File: src/rtl/tpc_pkg.sv
package tpc_pkg;

  localparam int MAX_RANK = 8;
  localparam int AXIS_BITS = 8;
  localparam int ADDR_BITS = 40;

  localparam int AXES = 8;
  localparam int AXIS_IDX_BITS = 3;
  localparam int RANK_BITS = 4;
  localparam int RUN_BITS = ADDR_BITS + 1;
  localparam int SIZE_BITS = AXIS_BITS + 1;
  localparam int RUN_PROD_BITS = RUN_BITS + SIZE_BITS;
  localparam int STR_PROD_BITS = ADDR_BITS + SIZE_BITS;

  localparam int SIZES_BITS = 64;
  localparam int ORDER_BITS = 24;

  localparam int OUT_FIELDS_BITS = 2 * ADDR_BITS + RUN_BITS;
  localparam int M_TDATA_BITS = ((OUT_FIELDS_BITS + 7) / 8) * 8;
  localparam int S_TDATA_BITS = 8;

  localparam int QUEUE_DEPTH = 4;
  localparam int QUEUE_PTR_BITS = $clog2(QUEUE_DEPTH);

  localparam int PADDR_BITS = 6;
  localparam int PDATA_BITS = 64;
  localparam int REG_IDX_BITS = 3;
  localparam int REG_ADDR_LSB = 3;

  typedef logic [REG_IDX_BITS-1:0] reg_idx_t;
  localparam reg_idx_t REG_SRC_BASE    = 3'd0;
  localparam reg_idx_t REG_DST_BASE    = 3'd1;
  localparam reg_idx_t REG_TENSOR_RANK = 3'd2;
  localparam reg_idx_t REG_AXIS_SIZES  = 3'd3;
  localparam reg_idx_t REG_AXIS_ORDER  = 3'd4;

  typedef logic [0:0] kind_t;
  localparam kind_t KIND_NEXT    = 1'b0;
  localparam kind_t KIND_RESTART = 1'b1;

  typedef struct packed {
    logic [ADDR_BITS-1:0]  src_base;
    logic [ADDR_BITS-1:0]  dst_base;
    logic [RANK_BITS-1:0]  tensor_rank;
    logic [SIZES_BITS-1:0] axis_sizes;
    logic [ORDER_BITS-1:0] axis_order;
  } cfg_t;

  typedef struct packed {
    logic  valid;
    kind_t kind;
  } queue_head_t;

  function automatic logic [AXIS_BITS-1:0] axis_max(
    input logic [SIZES_BITS-1:0]    sizes,
    input logic [AXIS_IDX_BITS-1:0] k
  );
    return sizes[8*int'(k) +: AXIS_BITS];
  endfunction

  function automatic logic [AXIS_IDX_BITS-1:0] axis_src(
    input logic [ORDER_BITS-1:0]    order,
    input logic [AXIS_IDX_BITS-1:0] k
  );
    return order[3*int'(k) +: AXIS_IDX_BITS];
  endfunction

endpackage

File: src/rtl/tpc_front.sv
module tpc_front (
  input  logic                                clk,
  input  logic                                rst,
  input  logic                                s_tvalid,
  output logic                                s_tready,
  // s_tdata: restart in bit 0, zero padding above.
  input  logic [tpc_pkg::S_TDATA_BITS-1:0]    s_tdata,
  input  logic                                pop,
  output tpc_pkg::queue_head_t                head
);

  logic [tpc_pkg::QUEUE_PTR_BITS-1:0] wr_ptr;
  logic [tpc_pkg::QUEUE_PTR_BITS-1:0] rd_ptr;
  logic [tpc_pkg::QUEUE_PTR_BITS:0]   fill;
  tpc_pkg::kind_t                     slot [tpc_pkg::QUEUE_DEPTH];
  tpc_pkg::kind_t                     item_kind;
  logic                               push;

  assign s_tready  = fill != (tpc_pkg::QUEUE_PTR_BITS+1)'(tpc_pkg::QUEUE_DEPTH);
  assign push      = s_tvalid && s_tready;
  assign item_kind = s_tdata[0] ? tpc_pkg::KIND_RESTART : tpc_pkg::KIND_NEXT;

  assign head.valid = fill != '0;
  assign head.kind  = slot[rd_ptr];

  always_ff @(posedge clk) begin
    if (rst) begin
      wr_ptr <= '0;
      rd_ptr <= '0;
      fill   <= '0;
    end else begin
      if (push) begin
        wr_ptr <= wr_ptr + 1'b1;
      end
      if (pop) begin
        rd_ptr <= rd_ptr + 1'b1;
      end
      if (push && !pop) begin
        fill <= fill + 1'b1;
      end else if (pop && !push) begin
        fill <= fill - 1'b1;
      end
    end
  end

  always_ff @(posedge clk) begin
    if (push) begin
      slot[wr_ptr] <= item_kind;
    end
  end

endmodule

File: src/rtl/tpc_back.sv
module tpc_back (
  input  logic                                clk,
  input  logic                                rst,
  input  tpc_pkg::cfg_t                       cfg,
  input  tpc_pkg::queue_head_t                head,
  output logic                                pop,
  output logic                                m_tvalid,
  input  logic                                m_tready,
  // m_tdata: src_addr, dst_addr, run_length from bit 0 up, zero padding above.
  output logic [tpc_pkg::M_TDATA_BITS-1:0]    m_tdata,
  output logic                                m_tlast
);

  localparam logic [1:0] ST_RUN    = 2'd0;
  localparam logic [1:0] ST_RUNLEN = 2'd1;
  localparam logic [1:0] ST_STRIDE = 2'd2;

  localparam int AB  = tpc_pkg::ADDR_BITS;
  localparam int RB  = tpc_pkg::RUN_BITS;
  localparam int KB  = tpc_pkg::RANK_BITS;
  localparam int IB  = tpc_pkg::AXIS_IDX_BITS;
  localparam int NA  = tpc_pkg::AXES;
  localparam logic [RB-1:0] RUN_MAX = {1'b1, {AB{1'b0}}};

  logic [1:0]   state;
  logic [IB-1:0] step;
  logic         pass_done;

  logic [RB-1:0] run_acc;
  logic [KB-1:0] fixed_cnt;
  logic          still_fixed;
  logic [AB-1:0] str_acc;

  logic [KB-1:0] slow_axis_count;
  logic [RB-1:0] run_len_reg;
  logic [AB-1:0] src_offset;
  logic [AB-1:0] dst_offset;
  logic [tpc_pkg::AXIS_BITS-1:0] digit_counters [NA];
  logic [AB-1:0] source_strides [NA];
  logic [AB-1:0] level_offset [NA];

  logic [AB-1:0] out_src;
  logic [AB-1:0] out_dst;
  logic [RB-1:0] out_run;

  logic [KB-1:0]  rank_eff;
  logic [tpc_pkg::SIZE_BITS-1:0] cur_size;
  logic [tpc_pkg::RUN_PROD_BITS-1:0] run_prod;
  logic [RB-1:0]  run_sat;
  logic           axis_in_rank;
  logic           order_fixed;
  logic           fixed_hit;
  logic [RB-1:0]  run_next;
  logic [KB-1:0]  fixed_next;
  logic [KB-1:0]  slow_calc;
  logic [tpc_pkg::SIZE_BITS-1:0] ssz;
  logic [tpc_pkg::STR_PROD_BITS-1:0] str_prod;
  logic           mult_en;

  logic           out_free;
  logic           issue;
  logic           last_all;
  logic           hit;
  logic [IB-1:0]  hk;
  logic [AB-1:0]  new_top;

  assign rank_eff = (cfg.tensor_rank > KB'(tpc_pkg::MAX_RANK)) ?
                    KB'(tpc_pkg::MAX_RANK) : cfg.tensor_rank;

  assign cur_size     = {1'b0, tpc_pkg::axis_max(cfg.axis_sizes, step)} + 1'b1;
  assign run_prod     = tpc_pkg::RUN_PROD_BITS'(run_acc) *
                        tpc_pkg::RUN_PROD_BITS'(cur_size);
  assign run_sat      = (run_prod > tpc_pkg::RUN_PROD_BITS'(RUN_MAX)) ?
                        RUN_MAX : run_prod[RB-1:0];
  assign axis_in_rank = KB'(step) < rank_eff;
  assign order_fixed  = tpc_pkg::axis_src(cfg.axis_order, step) == step;
  assign fixed_hit    = axis_in_rank && still_fixed && order_fixed;
  assign run_next     = fixed_hit ? run_sat : run_acc;
  assign fixed_next   = fixed_hit ? fixed_cnt + 1'b1 : fixed_cnt;
  assign slow_calc    = rank_eff - fixed_next;

  always_comb begin
    ssz = tpc_pkg::SIZE_BITS'(1);
    for (int k = NA - 1; k >= 0; k--) begin
      if (KB'(k) < rank_eff && tpc_pkg::axis_src(cfg.axis_order, IB'(k)) == step) begin
        ssz = {1'b0, tpc_pkg::axis_max(cfg.axis_sizes, IB'(k))} + 1'b1;
      end
    end
  end

  assign str_prod = tpc_pkg::STR_PROD_BITS'(str_acc) * tpc_pkg::STR_PROD_BITS'(ssz);
  assign mult_en  = KB'(step) < slow_axis_count;

  assign out_free = !m_tvalid || m_tready;
  assign pop      = (state == ST_RUN) && head.valid &&
                    (head.kind == tpc_pkg::KIND_RESTART || pass_done || out_free);
  assign issue    = (state == ST_RUN) && head.valid &&
                    head.kind == tpc_pkg::KIND_NEXT && !pass_done && out_free;

  always_comb begin
    last_all = 1'b1;
    hit      = 1'b0;
    hk       = '0;
    for (int d = 0; d < NA; d++) begin
      if (KB'(d) < slow_axis_count) begin
        if (digit_counters[d] != tpc_pkg::axis_max(cfg.axis_sizes, IB'(d))) begin
          last_all = 1'b0;
        end
        if (digit_counters[d] < tpc_pkg::axis_max(cfg.axis_sizes, IB'(d))) begin
          hit = 1'b1;
          hk  = IB'(d);
        end
      end
    end
  end

  assign new_top = level_offset[hk] + source_strides[hk];

  always_ff @(posedge clk) begin
    if (rst) begin
      state     <= ST_RUN;
      step      <= '0;
      pass_done <= 1'b1;
      m_tvalid  <= 1'b0;
    end else begin
      if (issue) begin
        m_tvalid <= 1'b1;
      end else if (m_tready) begin
        m_tvalid <= 1'b0;
      end
      unique case (state)
        ST_RUN: begin
          if (pop && head.kind == tpc_pkg::KIND_RESTART) begin
            state <= ST_RUNLEN;
            step  <= IB'(NA - 1);
          end else if (issue && last_all) begin
            pass_done <= 1'b1;
          end
        end
        ST_RUNLEN: begin
          if (step == '0) begin
            state <= ST_STRIDE;
            step  <= IB'(NA - 1);
          end else begin
            step <= step - 1'b1;
          end
        end
        ST_STRIDE: begin
          if (step == '0) begin
            state     <= ST_RUN;
            pass_done <= 1'b0;
          end else begin
            step <= step - 1'b1;
          end
        end
        default: begin
          state <= ST_RUN;
        end
      endcase
    end
  end

  always_ff @(posedge clk) begin
    unique case (state)
      ST_RUN: begin
        if (pop && head.kind == tpc_pkg::KIND_RESTART) begin
          run_acc     <= RB'(1);
          fixed_cnt   <= '0;
          still_fixed <= 1'b1;
        end
        if (issue) begin
          out_src <= cfg.src_base + src_offset;
          out_dst <= cfg.dst_base + dst_offset;
          out_run <= run_len_reg;
          m_tlast <= last_all;
          if (!last_all) begin
            dst_offset <= dst_offset + run_len_reg[AB-1:0];
            src_offset <= hit ? new_top : '0;
            for (int j = 0; j < NA; j++) begin
              if (hit) begin
                if (IB'(j) == hk) begin
                  digit_counters[j] <= digit_counters[j] + 1'b1;
                end
                if (IB'(j) >= hk) begin
                  level_offset[j] <= new_top;
                end
                if (IB'(j) > hk && KB'(j) < slow_axis_count) begin
                  digit_counters[j] <= '0;
                end
              end else if (KB'(j) < slow_axis_count) begin
                digit_counters[j] <= '0;
                level_offset[j]   <= '0;
              end
            end
          end
        end
      end
      ST_RUNLEN: begin
        run_acc     <= run_next;
        fixed_cnt   <= fixed_next;
        still_fixed <= still_fixed && !(axis_in_rank && !order_fixed);
        if (step == '0) begin
          slow_axis_count <= slow_calc;
          run_len_reg     <= run_next;
          str_acc         <= run_next[AB-1:0];
        end
      end
      ST_STRIDE: begin
        for (int k = 0; k < NA; k++) begin
          if (tpc_pkg::axis_src(cfg.axis_order, IB'(k)) == step) begin
            source_strides[k] <= (KB'(k) < slow_axis_count) ? str_acc : '0;
          end
        end
        if (mult_en) begin
          str_acc <= str_prod[AB-1:0];
        end
        if (step == '0) begin
          src_offset <= '0;
          dst_offset <= '0;
          for (int k = 0; k < NA; k++) begin
            digit_counters[k] <= '0;
            level_offset[k]   <= '0;
          end
        end
      end
      default: begin
      end
    endcase
  end

  assign m_tdata = tpc_pkg::M_TDATA_BITS'({out_run, out_dst, out_src});

endmodule

File: src/rtl/tensor_permute_copy_address_gen_top.sv
// Copy-command generator for an axis permutation of a dense tensor.
// Requests enter on the s_t* stream: restart = 1 starts a new pass and
// gives no command, restart = 0 asks for the next command of the pass.
// Commands leave on the m_t* stream with the source address, the
// destination address and the run length in m_tdata and the final
// command of a pass marked by m_tlast.
// The APB port holds the bases, rank, axis sizes and axis order; it
// answers every access at once and must only be written while idle.
// m_tvalid is registered behind the request queue; back-to-back
// requests give one command per cycle while m_tready stays high.
// A restart leaves the queue and then holds the command engine while it
// forms the run-length product and then the source strides, one
// multiply each cycle. A four-entry request queue keeps taking
// transfers then.
// When the receiver stalls, the command stays in the output register,
// the engine stops at the next command and the queue fills, after
// which s_tready falls. Reset clears the configuration, empties the
// queue and leaves no pass active, so requests give nothing until the
// first restart.
module tensor_permute_copy_address_gen_top (
  input  logic                                clk,
  input  logic                                rst,
  input  logic                                psel,
  input  logic                                penable,
  input  logic                                pwrite,
  input  logic [tpc_pkg::PADDR_BITS-1:0]      paddr,
  input  logic [tpc_pkg::PDATA_BITS-1:0]      pwdata,
  output logic [tpc_pkg::PDATA_BITS-1:0]      prdata,
  output logic                                pready,
  input  logic                                s_tvalid,
  output logic                                s_tready,
  // s_tdata: restart in bit 0, zero padding above.
  input  logic [tpc_pkg::S_TDATA_BITS-1:0]    s_tdata,
  output logic                                m_tvalid,
  input  logic                                m_tready,
  // m_tdata: src_addr, dst_addr, run_length from bit 0 up, zero padding above.
  output logic [tpc_pkg::M_TDATA_BITS-1:0]    m_tdata,
  output logic                                m_tlast
);

  tpc_pkg::cfg_t        cfg;
  tpc_pkg::queue_head_t head;
  tpc_pkg::reg_idx_t    reg_idx;
  logic                 cfg_write;
  logic                 pop;

  assign pready    = 1'b1;
  assign reg_idx   = paddr[tpc_pkg::REG_ADDR_LSB +: tpc_pkg::REG_IDX_BITS];
  assign cfg_write = psel && penable && pwrite && pready;

  always_ff @(posedge clk) begin
    if (rst) begin
      cfg <= '0;
    end else if (cfg_write) begin
      unique case (reg_idx)
        tpc_pkg::REG_SRC_BASE:    cfg.src_base    <= pwdata[tpc_pkg::ADDR_BITS-1:0];
        tpc_pkg::REG_DST_BASE:    cfg.dst_base    <= pwdata[tpc_pkg::ADDR_BITS-1:0];
        tpc_pkg::REG_TENSOR_RANK: cfg.tensor_rank <= pwdata[tpc_pkg::RANK_BITS-1:0];
        tpc_pkg::REG_AXIS_SIZES:  cfg.axis_sizes  <= pwdata[tpc_pkg::SIZES_BITS-1:0];
        tpc_pkg::REG_AXIS_ORDER:  cfg.axis_order  <= pwdata[tpc_pkg::ORDER_BITS-1:0];
        default: begin
        end
      endcase
    end
  end

  always_comb begin
    unique case (reg_idx)
      tpc_pkg::REG_SRC_BASE:    prdata = tpc_pkg::PDATA_BITS'(cfg.src_base);
      tpc_pkg::REG_DST_BASE:    prdata = tpc_pkg::PDATA_BITS'(cfg.dst_base);
      tpc_pkg::REG_TENSOR_RANK: prdata = tpc_pkg::PDATA_BITS'(cfg.tensor_rank);
      tpc_pkg::REG_AXIS_SIZES:  prdata = tpc_pkg::PDATA_BITS'(cfg.axis_sizes);
      tpc_pkg::REG_AXIS_ORDER:  prdata = tpc_pkg::PDATA_BITS'(cfg.axis_order);
      default:                  prdata = '0;
    endcase
  end

  tpc_front u_front (
    .clk      (clk),
    .rst      (rst),
    .s_tvalid (s_tvalid),
    .s_tready (s_tready),
    .s_tdata  (s_tdata),
    .pop      (pop),
    .head     (head)
  );

  tpc_back u_back (
    .clk      (clk),
    .rst      (rst),
    .cfg      (cfg),
    .head     (head),
    .pop      (pop),
    .m_tvalid (m_tvalid),
    .m_tready (m_tready),
    .m_tdata  (m_tdata),
    .m_tlast  (m_tlast)
  );

endmodule

File: config.mk
export PLATFORM = sky130hd
export DESIGN_NAME = tensor_permute_copy_address_gen_top
export DESIGN_NICKNAME = d
export VERILOG_FILES = /design/src/rtl/tpc_pkg.sv /design/src/rtl/tpc_front.sv /design/src/rtl/tpc_back.sv /design/src/rtl/tensor_permute_copy_address_gen_top.sv
export SDC_FILE = /design/constraint.sdc
export NUM_CORES = 2
export LEC_CHECK = 0
export CAP_MARGIN = 20
export CORE_MARGIN = 5
export CORE_UTILIZATION = 50
export DETAILED_ROUTE_END_ITERATION = 10
export DONT_BUFFER_PORTS = 1
export GPL_TIMING_DRIVEN = 0
export SKIP_LAST_GASP = 1
export SLEW_MARGIN = 20
export SYNTH_ARGS = -nofsm -noshare
export SYNTH_HDL_FRONTEND = slang
export SYNTH_SLANG_ARGS = --single-unit
File: constraint.sdc
create_clock -name clk -period 15.1 [get_ports clk]
set_input_delay 2.265 -clock clk [delete_from_list [all_inputs] [get_ports clk]]
set_output_delay 2.265 -clock clk [all_outputs]
set_load 0.02 [all_outputs]
==> flow_results.xml <==
<?xml version="1.0" encoding="UTF-8"?>
<metrics>
  <group name="routing">
    <metric name="routed_length_per_placed_instance" unit="um">26.3</metric>
    <metric name="post_detailed_route_drc_marker_count" unit="">0</metric>
    <metric name="via_per_inst" unit="">5.93</metric>
    <metric name="routed-via-count" unit="">68800</metric>
    <metric name="drt-initial-drc-count" unit="">6977</metric>
    <metric name="drt_wl_total" unit="mm">306</metric>
    <metric name="dr.pass1.iters" unit="">8</metric>
    <metric name="antenna_nets_post_route" unit="">0</metric>
  </group>
  <group name="critical_path">
    <metric name="cpPeakStageDelay" unit="ps">850</metric>
    <metric name="crit_path_frequent_cell" unit="">fa_1</metric>
    <metric name="arrival" unit="ps">13820</metric>
    <metric name="cp_top_family" unit="">compound AO/OA/AOI/OAI gates</metric>
    <metric name="worstPathBufferInverterCount" unit="">9</metric>
    <metric name="critical_path_required" unit="ps">15770</metric>
    <metric name="path_class" unit="">reg -&gt; reg</metric>
    <metric name="rrSetupSlack" unit="ps">1950</metric>
    <metric name="setup.worst_path.end_class" unit="">flip-flop</metric>
    <metric name="critical_path.startpoint_type" unit="">flip-flop</metric>
    <metric name="timing.critical_path.fanout_max" unit="">10</metric>
    <metric name="slowest_stage" unit="">o21ai_0</metric>
  </group>
  <group name="power_and_ir_drop">
    <metric name="power_density" unit="nW/um2">165</metric>
    <metric name="power.leakage" unit="nW">37.7</metric>
    <metric name="irDropWorstVdd" unit="uV">114</metric>
  </group>
  <group name="layout">
    <metric name="fill_cells" unit="">15300</metric>
    <metric name="utilization" unit="%">55.2</metric>
    <metric name="num-nets-final" unit="">10300</metric>
    <metric name="multi_input_comb_area" unit="um2">46400</metric>
    <metric name="reg.largest.list" unit="">u_back.level_offset (320), u_back.source_strides (320), cfg (172)</metric>
    <metric name="area_growth" unit="%">9.91</metric>
    <metric name="post_route_cells_drive_above_1_share" unit="%">5.65</metric>
    <metric name="regArea" unit="um2">34100</metric>
  </group>
  <group name="logic_synthesis">
    <metric name="synth_top_area_cell" unit="">edfxtp_1</metric>
    <metric name="synthesis.instances" unit="">9043</metric>
    <metric name="synth-main-ff-cell" unit="">edfxtp_1</metric>
    <metric name="synth_enable_flop_cells" unit="">945</metric>
    <metric name="ys_warn_count" unit="">0</metric>
    <metric name="cell_area_after_synthesis" unit="um2">85100</metric>
    <metric name="synth.area.top_cells" unit="">edfxtp_1, fa_1, nand2_1</metric>
    <metric name="synth.lib_cells_used.distinct" unit="">94</metric>
    <metric name="synth_async_sr_flop_share" unit="%">0</metric>
    <metric name="synth_seq_area_share" unit="%">40.0</metric>
    <metric name="post-synth-top-area-fraction" unit="%">33.4</metric>
    <metric name="syn_area_per_cell" unit="um2">9.41</metric>
    <metric name="synth_seq_cells" unit="">1229</metric>
  </group>
  <group name="place">
    <metric name="port_buffers" unit="">0</metric>
    <metric name="hpwl" unit="mm">241</metric>
    <metric name="placement.setup.worst_slack" unit="ps">2230</metric>
    <metric name="place_congestion" unit="">0.979</metric>
  </group>
  <group name="cts">
    <metric name="clock-sinks" unit="">1229</metric>
    <metric name="cts_resizes" unit="">0</metric>
    <metric name="clock_h_tree_levels" unit="">4</metric>
    <metric name="cts-root-buf" unit="">clkbuf_16</metric>
    <metric name="cts_tree" unit="">built</metric>
    <metric name="clkTransAtPathRegs" unit="ps">70</metric>
    <metric name="cts_setup_buffers" unit="">0</metric>
    <metric name="clock_path_buffers" unit="">3</metric>
    <metric name="cts-hold-fix-buffers" unit="">0</metric>
    <metric name="clock_latency" unit="ps">820</metric>
    <metric name="cts_buffers" unit="">135</metric>
  </group>
  <group name="floorplan">
    <metric name="boundaryPins" unit="">281</metric>
    <metric name="core_region_area" unit="um2">169000</metric>
    <metric name="die-area" unit="um2">179000</metric>
    <metric name="floorplan.rows" unit="">151</metric>
    <metric name="die_w" unit="um">423</metric>
    <metric name="die-height" unit="um">423</metric>
    <metric name="floorplan.initialDensity" unit="%">50.3</metric>
  </group>
  <group name="global_routing">
    <metric name="gr-usage-all-layers" unit="%">33.7</metric>
    <metric name="grt_pass1_wl" unit="mm">448</metric>
    <metric name="grt_max_degree" unit="">41</metric>
    <metric name="grt_overflow_total" unit="">0</metric>
    <metric name="grt_pass1_vias" unit="">67000</metric>
    <metric name="grt_antenna_before_repair" unit="">16</metric>
  </group>
  <group name="sta">
    <metric name="slew-limit-headroom" unit="%">14.7</metric>
    <metric name="layout_setup_ws" unit="ps">1950</metric>
    <metric name="setup_repair_after_global_routing_missed_its_margin" unit="">false</metric>
    <metric name="timing_worst_slew_pin_value" unit="ps">1280</metric>
    <metric name="layout_min_cycle_time" unit="ps">13150</metric>
    <metric name="timing.final.hold_violations" unit="">0</metric>
    <metric name="drv_slew" unit="">0</metric>
    <metric name="worst_case_clock_skew" unit="ps">35.7</metric>
    <metric name="setup-violations-final" unit="">0</metric>
    <metric name="fin_crit_sh" unit="%">87.1</metric>
    <metric name="maxClockFrequency" unit="MHz">76.1</metric>
  </group>
  <group name="outcome">
    <metric name="status" unit="">complete, no violations</metric>
  </group>
  <group name="worst_hold_path">
    <metric name="timing.hold.worst.class" unit="">reg -&gt; reg</metric>
  </group>
  <group name="job">
    <metric name="number_of_max_capacitance_violations_reported" unit="">0</metric>
  </group>
</metrics>
==> metrics by stage <==
step                      cells  TNS (ps)  area [um2]  hold WS [ps]  power (W)
after detailed placement  11400         0       89100           410     0.0120
after global routing      11600         0       93500           441     0.0162
after floorplan            9049         0       85100           400    0.00918
after CTS                 11600         0       93500           426     0.0154
after global placement    11300  -1064210       87900           407     0.0118
final                     11600         0       93500           423     0.0155
==> worst paths after layout <==
path | depth (start not counted) | to | from
max | 34 | u_back.str_acc[6] | u_back.step[1]
min | 0 | u_back.out_run[40] | u_back.run_len_reg[40]
max reg2reg | 34 | u_back.str_acc[6] | u_back.step[1]
min reg2reg | 0 | u_back.out_run[40] | u_back.run_len_reg[40]
==> cells by family (layout without fill, tap and decap cells) <==
kind of cell	after synthesis	in the layout	synth area share [%]
mux	81	81	1.27
simple gates	3799	3799	20.9
xor+xnor	355	355	3.67
buf+inv	1288	1624	5.76
other cells	2	19	0.00883
compound gates	1400	1400	10.8
fa+ha+maj	889	889	17.6
flops	1229	1229	40.0
==> worst register-to-register path, delay by kind of cell (launching register included) <==
kind | cells | cell delay [ps]
mux | 2 | 700
simple gates | 9 | 2580
flops | 1 | 400
buf+inv | 9 | 2950
xor+xnor | 1 | 790
fa+ha+maj | 6 | 2480
compound gates | 7 | 3120
==> cells in the final DEF, fill, tap and decap left out, types with 266 or more instances in the layout <==
cell type,count
dfxtp_1,284
nand2_1,1544
nand3_1,266
fa_1,515
ha_1,374
a21oi_1,488
and2_1,485
edfxtp_1,945
nor2_1,738
inv_1,748
nor2b_1,348
clkbuf_1,496
==> metal layers <==
layer / share of wire, % / up-vias / wire [um] / GRT usage (%)
met2: 46 / 3080 / 141000 / 54.1
met1: 40 / 34300 / 122000 / 44.1
met4: 5.8 / 6 / 17600 / 16.6
met3: 8.1 / 642 / 24900 / 6.30
met5: 0.010 / - / 31 / 0
li1: - / 30800 / - / -
==> layout make-up <==
type	count	area share (%)
multi-input cells	6532	49.6
flip-flops and latches	1229	36.4
clock buffers	174	4.00
inverters	750	3.01
well taps	2218	2.97
plain buffers	538	2.23
repair buffers	92	1.04
clock inverters	70	0.680
diodes	11	0.0294
==> where the power goes <==
part | leakage [nW] | internal [W] | total (W) | switching [W]
sequential | 10.7 | 0.00441 | 0.00472 | 0.000310
combinational | 24.9 | 0.00230 | 0.00739 | 0.00509
clock | 2.13 | 0.00190 | 0.00335 | 0.00145
total | 37.7 | 0.00861 | 0.0155 | 0.00685
==> cells in the mapped netlist (all sizes together) (39+ instances only) <==
cell	number
edfxtp	945
a211oi	41
and2	485
nor2b	348
inv	749
buf	65
nor2	741
nor3	71
a21o	122
a22oi	59
fa	515
dfxtp	284
nand3	266
a21oi	497
nand2	1545
and3	127
o21ai	222
a311oi	80
a31o	81
nand2b	67
xor2	126
clkbuf	473
o21a	55
xnor2	228
mux2i	39
ha	374
Note: power is estimated with default switching activity, not from simulation.
